==> src/rtl/brq_ram.sv <==
// Generic single-write, single-read RAM with registered read data.
module brq_ram #(
   parameter int WIDTH = 64,
   parameter int DEPTH = 64
) (
   input  logic                     clock,
   input  logic                     wr_en,
   input  logic [$clog2(DEPTH)-1:0] wr_addr,
   input  logic [WIDTH-1:0]         wr_data,
   input  logic                     rd_en,
   input  logic [$clog2(DEPTH)-1:0] rd_addr,
   output logic [WIDTH-1:0]         rd_data
);

   logic [WIDTH-1:0] mem_ff [DEPTH];
   logic [WIDTH-1:0] rd_data_ff;

   always_ff @(posedge clock) begin
      if (wr_en) begin
         mem_ff[wr_addr] <= wr_data;
      end
      if (rd_en) begin
         rd_data_ff <= mem_ff[rd_addr];
      end
   end

   assign rd_data = rd_data_ff;

endmodule

==> config.mk <==
export PLATFORM = sky130hd
export DESIGN_NAME = brq_ram
export DESIGN_NICKNAME = d
export VERILOG_FILES = /design/src/rtl/brq_ram.sv
export SDC_FILE = /design/constraint.sdc
export NUM_CORES = 2
export LEC_CHECK = 0
export BUFFER_PORTS_ARGS = -buffer_cell sky130_fd_sc_hd__buf_4
export CAP_MARGIN = 10
export CELL_PAD_IN_SITES_DETAIL_PLACEMENT = 1
export CELL_PAD_IN_SITES_GLOBAL_PLACEMENT = 1
export CORE_ASPECT_RATIO = 1.75
export CORE_UTILIZATION = 30
export CTS_CLUSTER_DIAMETER = 150
export DETAILED_ROUTE_END_ITERATION = 8
export PLACE_DENSITY_LB_ADDON = 0.05
export SKIP_LAST_GASP = 1
export SYNTH_ARGS = -nofsm -noshare
export SYNTH_HDL_FRONTEND = slang
export SYNTH_SLANG_ARGS = --single-unit
==> constraint.sdc <==
create_clock -name clock -period 5.8 [get_ports clock]
set_clock_uncertainty 0.1 [all_clocks]
set_input_delay 0.29 -clock clock [delete_from_list [all_inputs] [get_ports clock]]
set_output_delay 0.29 -clock clock [all_outputs]
set_load 0.1 [all_outputs]
== Yosys cells after proc, flatten, opt, wreduce, memory -nomap -nowiden ==
Memory sizes are Yosys's and may differ from the RTL's. A register that Yosys moved wholly into a read port is not among the register bits.
Index checks and enable logic that the tools add are counted.

* Mux-type cells: 2

{| class="wikitable"
|+ Operator list
! operator !! number
|-
| $mux W1 || 2
|}

* Register bits after elaboration: 0
* Bits in writable memories: 4096
* Bits of input ports: 79
* Output and inout bits: 64
* Logic and storage cells: 3
* Memories: 1

{| class="wikitable"
|+ Memories
! memory !! depth !! width !! rd ports !! clocked after Yosys merged registers in !! wr ports !! RTL line !! text
|-
| mem_ff || 64 || 64 || 1 || 1 || 1 || 15 || <nowiki>logic [WIDTH-1:0] mem_ff [DEPTH];</nowiki>
|}

== Longest topological paths before layout ==
* Depth in word-level cells: 2
* Gate-level depth with buffers: 9
* Gate-level depth less buffers: 5

== Least setup slack after synthesis ==
Ideal clock, no wire load.

* Path type: input to register
* Start: in wr_addr[3]
* End: mem mem_ff[48][0] (enable)
* Library setup time: 0.564 ns
* Arrival time: 5.162 ns
* Data required time: 5.136 ns
* Setup slack: -0.026 ns
* Cell stages on the path: 4
* Buffers on the path: 1
* Path through: clkbuf_1 nor2b_1 nand4b_1 nor3_1

{| class="wikitable"
|+ RTL lines
! element !! RTL line !! text
|-
| start: declaration || 8 || <nowiki>input logic [$clog2(DEPTH)-1:0] wr_addr,</nowiki>
|-
| end: declaration || 15 ||
|}

Straight into the memory's write port.

== Final worst setup path ==
* Start: in wr_addr[5]
* End: mem mem_ff[60][20] (enable)

Straight into the memory's write port.

==> impl_metrics.toml <==
[outcome]
status = "finished clean"

[clock_network]
cts_tree = "yes"
clkTransAtPathRegs_ns = 0.06
clock_latency_ns = 1.04
post_cts_buffers = 0
h-tree-depth = 5
cts.sinks = 4160
hold_buffers = 75
cts-root-buf = "clkbuf_16"
cts-resized-gates = 0
cts_made_buffers = 415
cts_max_path_buffers = 4

[critical_path]
critical_path_arrival_ns = 3.49
crit_end = "mem_ff[60][20]"
cp-start-kind = "primary input"
startpoint = "wr_addr[5]"
reg2reg_slack_ns = 3.38
reg2reg_to = "rd_data[10]"
required_ns = 6.33
ff2ff_path_depth = 5
r2r-start = "mem_ff[8][10]"
worstPathMaxFanout = 14
crit_path_end_kind = "flop"
crit_type = "primary input to flop"

[final_layout]
final_layout_size_suffix_gt1_frac = 0.282
final_nets = 7217
syn2layout_area_growth_pct = 16.5
fin_cells = 14400
final_core_util = 0.351

[pwr]
power.density_nw_per_um2 = 349
p_leak_nw = 55.9
peakVddDrop_mv = 0.255

[synth]
synth_top_area_cell = "edfxtp_1"
yosys.area.top_type_share = 0.796
ys_seq_area_frac = 0.796
synth-seq-cells = 4160
synth_most_common_cell = "edfxtp_1"
synthCells = 6598
synthTopCellsByArea = "edfxtp_1 80%, mux4_2 15%, mux2i_1 0.86%, a22oi_1 0.80%, buf_2 0.54%"
yosys-top-cells-count = "4160 x edfxtp_1, 1024 x mux4_2, 170 x buf_2"
yosysUniqueCellTypes = 32
avgSynthCellArea_um2 = 23.8
netlist_area_um2 = 157000
ys.flop_type = "edfxtp_1"
syn-num-nets = 6677
synth_edf_count = 4160
synth_async_sr_flop_share = 0
yosys_warnings = 0

[floorplan]
core_um2 = 521000
row_count = 351
boundaryPins = 143
dieWidth_um = 549
start_util = 0.301
dieArea_um2 = 526000
die_h_um = 959

[place]
dp.final_hpwl_um = 309000
dp.cells = 13500
io_buffers = 142
finalWeightedCongestion = 0.729

[route]
num_vias = 74700
first_pass_iters = 5
wl_um = 560000
met3WireLength_um = 16000
drtIter0Drc = 6236
drc_errors = 0
via_per_inst = 5.20
wl_met2_um = 316000
ant_nets = 0
top_layer_used = "met5"
wl_met1_um = 216000
wire_per_inst_um = 38.9

[global_route]
grt_usage = 0.212
first_global_vias = 82200
grt_pass1_wl_um = 751000
grt_start_max_net_pins = 97
grt.overflow.total = 0
antenna_found_initial = 48

[timing]
drv_slew = 0
final.min_clock_period_ns = 2.96
setup_violations = 0
hold_violations = 0
rsz0062_at_grt = "no"
finalSetupTns_ns = 0
relSlewSlack = 0.190
worst_slew_pin_slew_ns = 1.22
max_freq_mhz = 338
post-route-period-util = 0.510

[worst_hold_path]
holdCritPathClass = "primary input to flop"

[job]
maxCapViolations = 0
==> layout by cell type (no fill, tap or decap), types with 4 or more instances in the layout <==
master         instances
a211oi_1              63
a22o_1                88
a22oi_1              168
a2bb2oi_1             19
a31oi_1               18
a41oi_1               26
and3_1                64
buf_12               108
buf_4                306
bufinv_16             37
clkbuf_1              91
clkbuf_16            418
clkinv_1             110
clkinv_16              4
clkinv_2              70
clkinv_8              10
clkinvlp_4             7
diode_2                8
dlygate4sd3_1         75
edfxtp_1            4160
inv_1                 19
inv_16                 5
inv_6                  6
mux2i_1              135
mux4_2              1024
nand2_1               54
nand2b_1               8
nand3_1               45
nor2_1                47
nor2_4                65
nor2b_1               24
nor2b_4                4
o221ai_1              38
o22ai_1               83
or2_2                 28
or3_1                 29
==> kinds of logic after synthesis <==
logic type	after synthesis	share of synthesized area
flops	4160	0.796
buf+inv	389	0.0118
simple gates	386	0.0123
compound gates	504	0.0247
mux	1159	0.156
==> state kept, by name, summed over array words and instances, names as in the netlist <==
| name | count |
|---|---|
| rd_data | 64 |
| mem_ff | 4096 |
==> cell type report <==
type                            instances  area, um^2
Clock inverter                        252        2390
Antenna cell                            8        20.0
Sequential cell                      4160      125000
Tap cell                             6883        8610
Timing Repair Buffer                  493        5280
Multi-Input combinational cell       2049       30800
Inverter                               19        71.3
Clock buffer                          509       10800
Fill cell                           49600      338000
==> worst max-delay path, stage by stage <==
cell and delay (ns):
dlygate4sd3_1 0.53, buf_4 0.15, nand3_1 0.76, nor2_4 1.10, buf_4 0.56
==> through the flow <==
step	total power [W]	instance area [um^2]	hold WS [ns]	worst slack, ns
floorplan	0.0359	157000	0.289	1.38
global placement	0.0376	169000	0.716	1.82
detailed placement	0.0376	169000	0.742	1.88
CTS	0.0648	183000	0.00570	2.86
global route	0.0657	183000	0.0787	2.87
finish	0.0639	183000	0.125	2.84
==> power by group <==
part	switching, W	leakage [nW]	internal [W]
clock	0.0121	6.43	0.0149
sequential	0.000132	37.5	0.0333
combinational	0.00229	12.0	0.00112
==> metal layers <==
metal  GRT usage  up-vias
met5           0        -
met4      0.0427        6
met3      0.0208      608
met2       0.413     1447
met1       0.249    43000
li1            -    29600
==> worst min path at each step <==
| stage | from | endpoint | depth (start not counted) |
|---|---|---|---|
| after global routing | rd_addr[4] | rd_data[62] | 4 |
| after CTS | rd_addr[5] | rd_data[7] | 3 |
| after floorplan | wr_data[0] | mem_ff[0][0] | 0 |
| after detailed placement | wr_data[57] | mem_ff[51][57] | 1 |
| after global placement | wr_data[1] | mem_ff[21][1] | 1 |
| final | rd_addr[4] | rd_data[62] | 4 |
Note: power is estimated with default switching activity, not from simulation.
