### config.mk
export PLATFORM = sky130hd
export DESIGN_NAME = brq_ctrl
export DESIGN_NICKNAME = d
export VERILOG_FILES = /design/src/rtl/brq_pkg.sv /design/src/rtl/brq_ctrl.sv
export SDC_FILE = /design/constraint.sdc
export NUM_CORES = 1
export LEC_CHECK = 0
export ABC_AREA = 0
export BUFFER_PORTS_ARGS = -buffer_cell sky130_fd_sc_hd__buf_2
export CORE_MARGIN = 5
export CORE_UTILIZATION = 30
export CTS_CLUSTER_SIZE = 16
export DETAILED_ROUTE_END_ITERATION = 12
export GPL_ROUTABILITY_DRIVEN = 1
export GPL_TIMING_DRIVEN = 0
export SLEW_MARGIN = 20
export SYNTH_ARGS = -nofsm -noshare
export SYNTH_HDL_FRONTEND = slang
export SYNTH_SLANG_ARGS = --single-unit
### constraint.sdc
create_clock -name clock -period 11.3 [get_ports clock]
set_clock_uncertainty 0.1 [all_clocks]
set_input_delay 1.695 -clock clock [delete_from_list [all_inputs] [get_ports clock]]
set_output_delay 1.695 -clock clock [all_outputs]
set_load 0.1 [all_outputs]
### src/rtl/brq_pkg.sv
// Shared constants, codes and types of the broadcast ring queue.
package brq_pkg;

   localparam int DEPTH     = 64;
   localparam int READERS   = 8;
   localparam int WORD_BITS = 64;

   localparam int PTR_BITS  = $clog2(DEPTH);
   localparam int LEN_BITS  = $clog2(DEPTH + 1);
   localparam int RD_BITS   = (READERS > 1) ? $clog2(READERS) : 1;

   localparam int OP_W      = 2;
   localparam int READER_W  = 3;
   localparam int PAYLOAD_W = 64;
   localparam int STATUS_W  = 2;
   localparam int CFG_W     = 7;

   localparam logic [CFG_W-1:0] QLEN_RESET = 7'd64;

   localparam logic [OP_W-1:0] OP_PUSH     = 2'd0;
   localparam logic [OP_W-1:0] OP_POP      = 2'd1;
   localparam logic [OP_W-1:0] OP_ACTIVATE = 2'd2;

   localparam logic [STATUS_W-1:0] ST_DONE     = 2'd0;
   localparam logic [STATUS_W-1:0] ST_FULL     = 2'd1;
   localparam logic [STATUS_W-1:0] ST_EMPTY    = 2'd2;
   localparam logic [STATUS_W-1:0] ST_INACTIVE = 2'd3;

   typedef struct packed {
      logic [OP_W-1:0]      op;
      logic [READER_W-1:0]  reader;
      logic [PAYLOAD_W-1:0] push_word;
   } item_type;

   typedef struct packed {
      logic                wr_en;
      logic [PTR_BITS-1:0] wr_addr;
      logic                rd_en;
      logic [PTR_BITS-1:0] rd_addr;
   } ram_ctl_type;

   typedef struct packed {
      logic [STATUS_W-1:0] status;
      logic                pop_done;
   } result_type;

endpackage

### src/rtl/brq_ctrl.sv
// Pointer state, reader flags and per-beat decision logic of the ring queue.
module brq_ctrl (
   input  logic                       clock,
   input  logic                       reset,
   input  logic                       item_accept,
   input  brq_pkg::item_type          item,
   input  logic                       cfg_wr,
   input  logic [brq_pkg::CFG_W-1:0]  cfg_data,
   output brq_pkg::ram_ctl_type       ram_ctl,
   output brq_pkg::result_type        result
);

   logic [brq_pkg::CFG_W-1:0]    qlen_ff, qlen_in;
   logic [brq_pkg::PTR_BITS-1:0] wp_ff, wp_in;
   logic [brq_pkg::PTR_BITS-1:0] rp_ff [brq_pkg::READERS];
   logic [brq_pkg::PTR_BITS-1:0] rp_in [brq_pkg::READERS];
   logic [brq_pkg::READERS-1:0]  act_ff, act_in;

   logic [brq_pkg::LEN_BITS-1:0] len;
   logic [brq_pkg::LEN_BITS-1:0] lag [brq_pkg::READERS];
   logic                         full;
   logic [brq_pkg::RD_BITS-1:0]  rsel;
   logic                         rvalid;

   function automatic logic [brq_pkg::PTR_BITS-1:0] ring_next(
      input logic [brq_pkg::PTR_BITS-1:0] p,
      input logic [brq_pkg::LEN_BITS-1:0] n_len
   );
      logic [brq_pkg::LEN_BITS-1:0] n;
      n = brq_pkg::LEN_BITS'(p) + brq_pkg::LEN_BITS'(1);
      return (n >= n_len) ? '0 : n[brq_pkg::PTR_BITS-1:0];
   endfunction

   always_comb begin
      if (qlen_ff < brq_pkg::CFG_W'(2)) begin
         len = brq_pkg::LEN_BITS'(2);
      end else if (brq_pkg::LEN_BITS'(qlen_ff) > brq_pkg::LEN_BITS'(brq_pkg::DEPTH)) begin
         len = brq_pkg::LEN_BITS'(brq_pkg::DEPTH);
      end else begin
         len = brq_pkg::LEN_BITS'(qlen_ff);
      end
   end

   // lag of every reader, compared in parallel for the full check
   always_comb begin
      full = 1'b0;
      for (int i = 0; i < brq_pkg::READERS; i++) begin
         if (rp_ff[i] <= wp_ff) begin
            lag[i] = brq_pkg::LEN_BITS'(wp_ff) - brq_pkg::LEN_BITS'(rp_ff[i]);
         end else begin
            lag[i] = len - brq_pkg::LEN_BITS'(rp_ff[i]) + brq_pkg::LEN_BITS'(wp_ff);
         end
         if (act_ff[i] && (lag[i] >= len - brq_pkg::LEN_BITS'(1))) begin
            full = 1'b1;
         end
      end
   end

   assign rsel   = item.reader[brq_pkg::RD_BITS-1:0];
   assign rvalid = int'(item.reader) < brq_pkg::READERS;

   always_comb begin
      qlen_in = qlen_ff;
      wp_in   = wp_ff;
      rp_in   = rp_ff;
      act_in  = act_ff;
      ram_ctl.wr_en   = 1'b0;
      ram_ctl.wr_addr = wp_ff;
      ram_ctl.rd_en   = 1'b0;
      ram_ctl.rd_addr = rp_ff[rsel];
      result.status   = brq_pkg::ST_DONE;
      result.pop_done = 1'b0;
      case (item.op)
         brq_pkg::OP_PUSH: begin
            if (full) begin
               result.status = brq_pkg::ST_FULL;
            end else if (item_accept) begin
               ram_ctl.wr_en = 1'b1;
               wp_in = ring_next(wp_ff, len);
            end
         end
         brq_pkg::OP_POP: begin
            if (!rvalid || !act_ff[rsel]) begin
               result.status = brq_pkg::ST_INACTIVE;
            end else if (rp_ff[rsel] == wp_ff) begin
               result.status = brq_pkg::ST_EMPTY;
            end else begin
               result.pop_done = 1'b1;
               if (item_accept) begin
                  ram_ctl.rd_en = 1'b1;
                  rp_in[rsel] = ring_next(rp_ff[rsel], len);
               end
            end
         end
         brq_pkg::OP_ACTIVATE: begin
            if (!rvalid) begin
               result.status = brq_pkg::ST_INACTIVE;
            end else if (item_accept) begin
               act_in[rsel] = 1'b1;
               rp_in[rsel]  = wp_ff;
            end
         end
         default: begin
         end
      endcase
      if (cfg_wr) begin
         qlen_in = cfg_data;
         wp_in   = '0;
         for (int i = 0; i < brq_pkg::READERS; i++) begin
            rp_in[i] = '0;
         end
      end
   end

   always_ff @(posedge clock) begin
      if (reset) begin
         qlen_ff <= brq_pkg::QLEN_RESET;
         wp_ff   <= '0;
         act_ff  <= '0;
         for (int i = 0; i < brq_pkg::READERS; i++) begin
            rp_ff[i] <= '0;
         end
      end else begin
         qlen_ff <= qlen_in;
         wp_ff   <= wp_in;
         rp_ff   <= rp_in;
         act_ff  <= act_in;
      end
   end

   a_wp_in_ring: assert property (@(posedge clock) disable iff (reset)
      brq_pkg::LEN_BITS'(wp_ff) < len)
      else $error("write pointer beyond ring length");

   a_cfg_clears: assert property (@(posedge clock) disable iff (reset)
      cfg_wr |=> (wp_ff == '0) && (rp_ff[0] == '0))
      else $error("length write did not empty the queue");

   a_push_moves: assert property (@(posedge clock) disable iff (reset)
      (item_accept && !cfg_wr && item.op == brq_pkg::OP_PUSH && !full) |=> wp_ff != $past(wp_ff))
      else $error("accepted push did not advance write pointer");

endmodule

# Word level (Yosys, flattened, before mapping)

Index checks and enable logic that the tools add are counted.

Bitwise operators: 3
Equal/unequal tests: 7
Add/sub/neg operators: 27
Mux-type cells: 49
Reductions and logical operators: 16
Order comparisons: 24

Operator list:

| operator            | number |
|---|---|
| $mux 48             | 4 |
| $bwmux 48           | 2 |
| $pmux 48 s2         | 1 |
| $ge 7x7->1          | 10 |
| $mux 7              | 10 |
| $add 7x6->7         | 8 |
| $sub 6x6->7         | 8 |
| $sub 7x6->7         | 8 |
| $le 6x6->1          | 8 |
| $mux 6              | 5 |
| $mux 1              | 20 |
| $bmux 6 s3          | 1 |
| $demux 6 s3         | 1 |
| $add 6x1->7 const B | 2 |
| $logic_and 1x1->1   | 10 |
| $ne 2x2->1 const B  | 4 |
| $or 8x8->8          | 1 |
| $gt 7x7->1 const B  | 1 |
| $lt 7x2->1 const B  | 1 |
| $sub 7x1->7 const B | 1 |
| $eq 6x6->1          | 1 |
| $reduce_and 5->1    | 1 |
| $ge 4x4->1 const B  | 1 |
| $lt 3x4->1 const B  | 1 |
| 15 further kinds    | 16 |

Word-level logic and storage cells: 137
Register bits after elaboration: 69
Output and inout bits: 17
Bits of input ports: 80

# Depth between registers and ports, before layout

Depth in word-level cells: 18
Gate-level depth with buffers: 25
Gate-level depth less buffers: 24

# Least setup slack after synthesis

OpenSTA, ideal clock, no wires.

Kind: input to output
Start: input item[65] (netlist name)
End: output ram_ctl[6] (netlist name)
Buffers on the path: 2
Data required time: 9505 ps
Arrival time: 7268 ps
Stages on the path: 10
Slack: 2237 ps
Path through: buf_6 buf_6 mux2i_1 a22o_1 o21ai_0 xnor2_1 nor4_4 inv_1 nand2_1 nor3_1

RTL lines:

| item        | RTL line      | RTL |
|---|---|---|
| from (decl) | brq_ctrl.sv:6 | `input brq_pkg::item_type item,` |
| to (decl)   | brq_ctrl.sv:9 | `output brq_pkg::ram_ctl_type ram_ctl,` |

==> metrics.md <==
| Metric | Value |
|---|---|
| Clock root buffer | clkbuf_16 |
| Core Area | 33600 um2 |
| Routed Wire Length | 33.4 mm |
| Post-CTS Setup Bufs | 0 |
| Hold slack | 0.410 ns |
| Syn Area/Cell | 8.07 um2 |
| Maximum clock rate | 113 MHz |
| Pins over their slew limit | 0 |
| CTS Sinks | 69 |
| Post-DR vias/cell | 5.33 |
| Top-area cell type share of the netlist area | 21.7% |
| Die Width | 195 um |
| Worst hold path depth | 2 |
| Die Y-Extent | 195 um |
| Dpl cells | 1748 |
| Fraction of the cycle the final worst path needs | 78.1% |
| Resized Gates After CTS | 0 |
| Clock period minus worst slack | 8.83 ns |
| Yosys warning total | 0 |
| Synthesized area | 10200 um2 |
| Routability congestion estimate | 0.927 |
| Placement Setup Slack | 2.88 ns |
| Final Hold Vio Count | 0 |
| GRT Total Usage | 17.2% |
| Setup tns final | 0 ns |
| CP arrival | 7.03 ns |
| Finished Layout Cells | 1764 |
| Initial core utilization | 30.4% |
| Ys flop type | dfxtp_1 |
| Fin nets | 1624 |
| Unrepaired setup endpoints after global routing | false |
| Clock-pin slew on the worst setup and hold paths | 0.07 ns |
| R2R cell count | 16 |
| Flops & latches, synth | 69 |
| Port Buffers | 29 |
| Layout cells sized above 1 | 6.61% |
| Seq/Total Area, Yosys | 13.5% |
| PwrDens | 66.9 nW/um2 |
| Static Leak | 5.22 nW |
| Leading area contributor after synthesis | ha_1 |
| Pin count of the biggest net entering global routing | 17 |
| Max-cap violation count | 0 |
| First-pass GRT wire length | 50.9 mm |
| CTS tree | built |
| Critical path launch point type | register |
| Clk_lat worst skew | 0.35 ns |
| Final HPWL DP | 25.7 mm |
| H-tree depth | 3 |
| Min-Delay Path Class | register to register |
| CTS Buffer Depth | 2 |
| Via Count | 9395 |
| Global route overflow | 0 |
| CTS Hold Bufs | 0 |
| Post-synth EDFFs | 0 |
| Setup WS post-layout | 2.47 ns |
| List of most frequent post-synthesis cells | 189 x inv_1, 177 x ha_1, 124 x nand2_1 |
| Syn Nets | 1581 |
| Die area | 37900 um2 |
| Routed Antenna Nets | 0 |
| Vias in the first global route | 8800 |
| Count of cell types in the netlist | 58 |
| CP Capture Type | output pin |
| Count leader, synth | inv_1 |
| Ant. Diodes | 0 |
| Initial antenna violation count | 0 |
| Met3 Usage GRT | 2.55% |
| Met2 usage | 27.0% |
| Worst Path Required | 9.51 ns |
| Mapped Cells | 1268 |
| Pre-antenna DRT Iters | 6 |
| GRT busiest layer | met2 |
| FP Rows | 67 |
| Fillers | 3485 |
| Async set-reset flop share out of synthesis | 0% |
| Residual DRC | 0 |
| Post-DR wirelength/cell | 18.9 um |
| Setup CP Type | register to output pin |
| I/O pin cnt | 97 |
| Slew HR | 26.5% |
| Final setup vio count | 0 |
| Worst VDD drop | 0.0000726 V |
| Synth area leaders | ha_1 22%, dfxtp_1 14%, fa_1 11% |
| Finished Core Util | 33.8% |
| CTS Buf Count | 9 |
| DR iter-0 viols | 936 |
| P&R area growth vs syn | 11.0% |
| Outcome | finished, final reports clean |
| Largest fanout on the critical path | 16 |
| Worst-margin pin slew | 1.10 ns |
| Reg-to-reg slack, setup | 4.56 ns |
| Met1 Resource Use GR | 24.7% |
final cells by class:
cell class | instances | area [um2] | area share (%)
multi-input cells | 981 | 8060 | 71.0
flip-flops and latches | 69 | 1380 | 12.2
well taps | 448 | 561 | 4.94
plain buffers | 26 | 124 | 1.09
inverters | 192 | 721 | 6.35
repair buffers | 32 | 199 | 1.75
clock inverters | 7 | 82.6 | 0.727
clock buffers | 9 | 225 | 1.98
kinds of logic (layout without fill, tap and decap cells):
logic type,Yosys count,after routing,share of synthesized area [%]
DFF,69,69,13.5
adders and majority gates,233,233,32.6
buffers and inverters,218,266,8.26
xor gates and xnor gates,80,80,6.85
AOI/OAI and AO/OA,314,314,19.3
muxes,36,36,4.78
and+or+nand+nor,318,318,14.7
power breakdown:
part / switching (mW) / total (mW) / internal, mW
Clock: 0.127 / 0.301 / 0.175
Combinational: 0.128 / 0.209 / 0.0812
Sequential: 0.00378 / 0.249 / 0.245
Total: 0.258 / 0.759 / 0.501
cell usage in the layout, fill, tap and decap left out, types with 7 or more instances in the layout:
| cell type | instances |
|---|---|
| inv_1 | 189 |
| ha_1 | 177 |
| nand2_1 | 124 |
| a21oi_1 | 92 |
| nor2_1 | 75 |
| dfxtp_1 | 68 |
| xnor2_1 | 64 |
| fa_1 | 56 |
| o22ai_1 | 51 |
| a21o_1 | 43 |
| buf_2 | 35 |
| o21ai_0 | 34 |
| nor2b_1 | 20 |
| nand3_1 | 18 |
| nand2b_1 | 17 |
| mux2i_1 | 17 |
| clkbuf_1 | 16 |
| o21bai_1 | 16 |
| nand4_1 | 13 |
| o31ai_1 | 13 |
| nor3_1 | 13 |
| xor2_1 | 13 |
| a221oi_1 | 11 |
| mux2_2 | 11 |
| clkbuf_16 | 9 |
| a21boi_0 | 8 |
| o21ai_1 | 8 |
| and3_1 | 7 |
| o21a_1 | 7 |
critical path: stages (launching register included):
cell and delay (ns):
dfxtp_1 1.05, inv_1 0.69, ha_1 0.51, a41o_1 0.19
a21o_1 0.17, a21oi_1 0.26, inv_1 0.07, a31oi_1 0.64
mux2_2 0.42, ha_1 0.27, a21o_1 0.15, a21o_1 0.18
a21oi_1 0.19, o22ai_1 0.10, nor4_2 0.77, nand2_1 0.43
inv_1 0.13, buf_2 0.43
state kept, by name (all words and copies together), names as in the netlist:
register  count
qlen_ff       7
rp_ff        48
act_ff        8
wp_ff         6
per-stage QoR:
step	instance area, um2	power [mW]
final	11400	0.759
after global routing	11400	0.794
after CTS	11400	0.758
after detailed placement	11000	0.461
after global placement	10900	0.453
after floorplan	10200	0.405
layer usage:
metal	wire (um)	up-vias	part of all wire, %
met3	2430	53	7.3
met4	722	0	2.2
met1	15500	4515	46
li1	-	4480	-
met2	14700	347	44
met5	0	-	0
path summary, 6_finish.rpt:
path / start / to
max reg2reg: wp_ff[0] / wp_ff[2]
min: act_ff[5] / act_ff[5]
max: wp_ff[0] / ram_ctl[13]
min reg2reg: act_ff[5] / act_ff[5]
No activity file was read; power rests on OpenSTA's default activity.
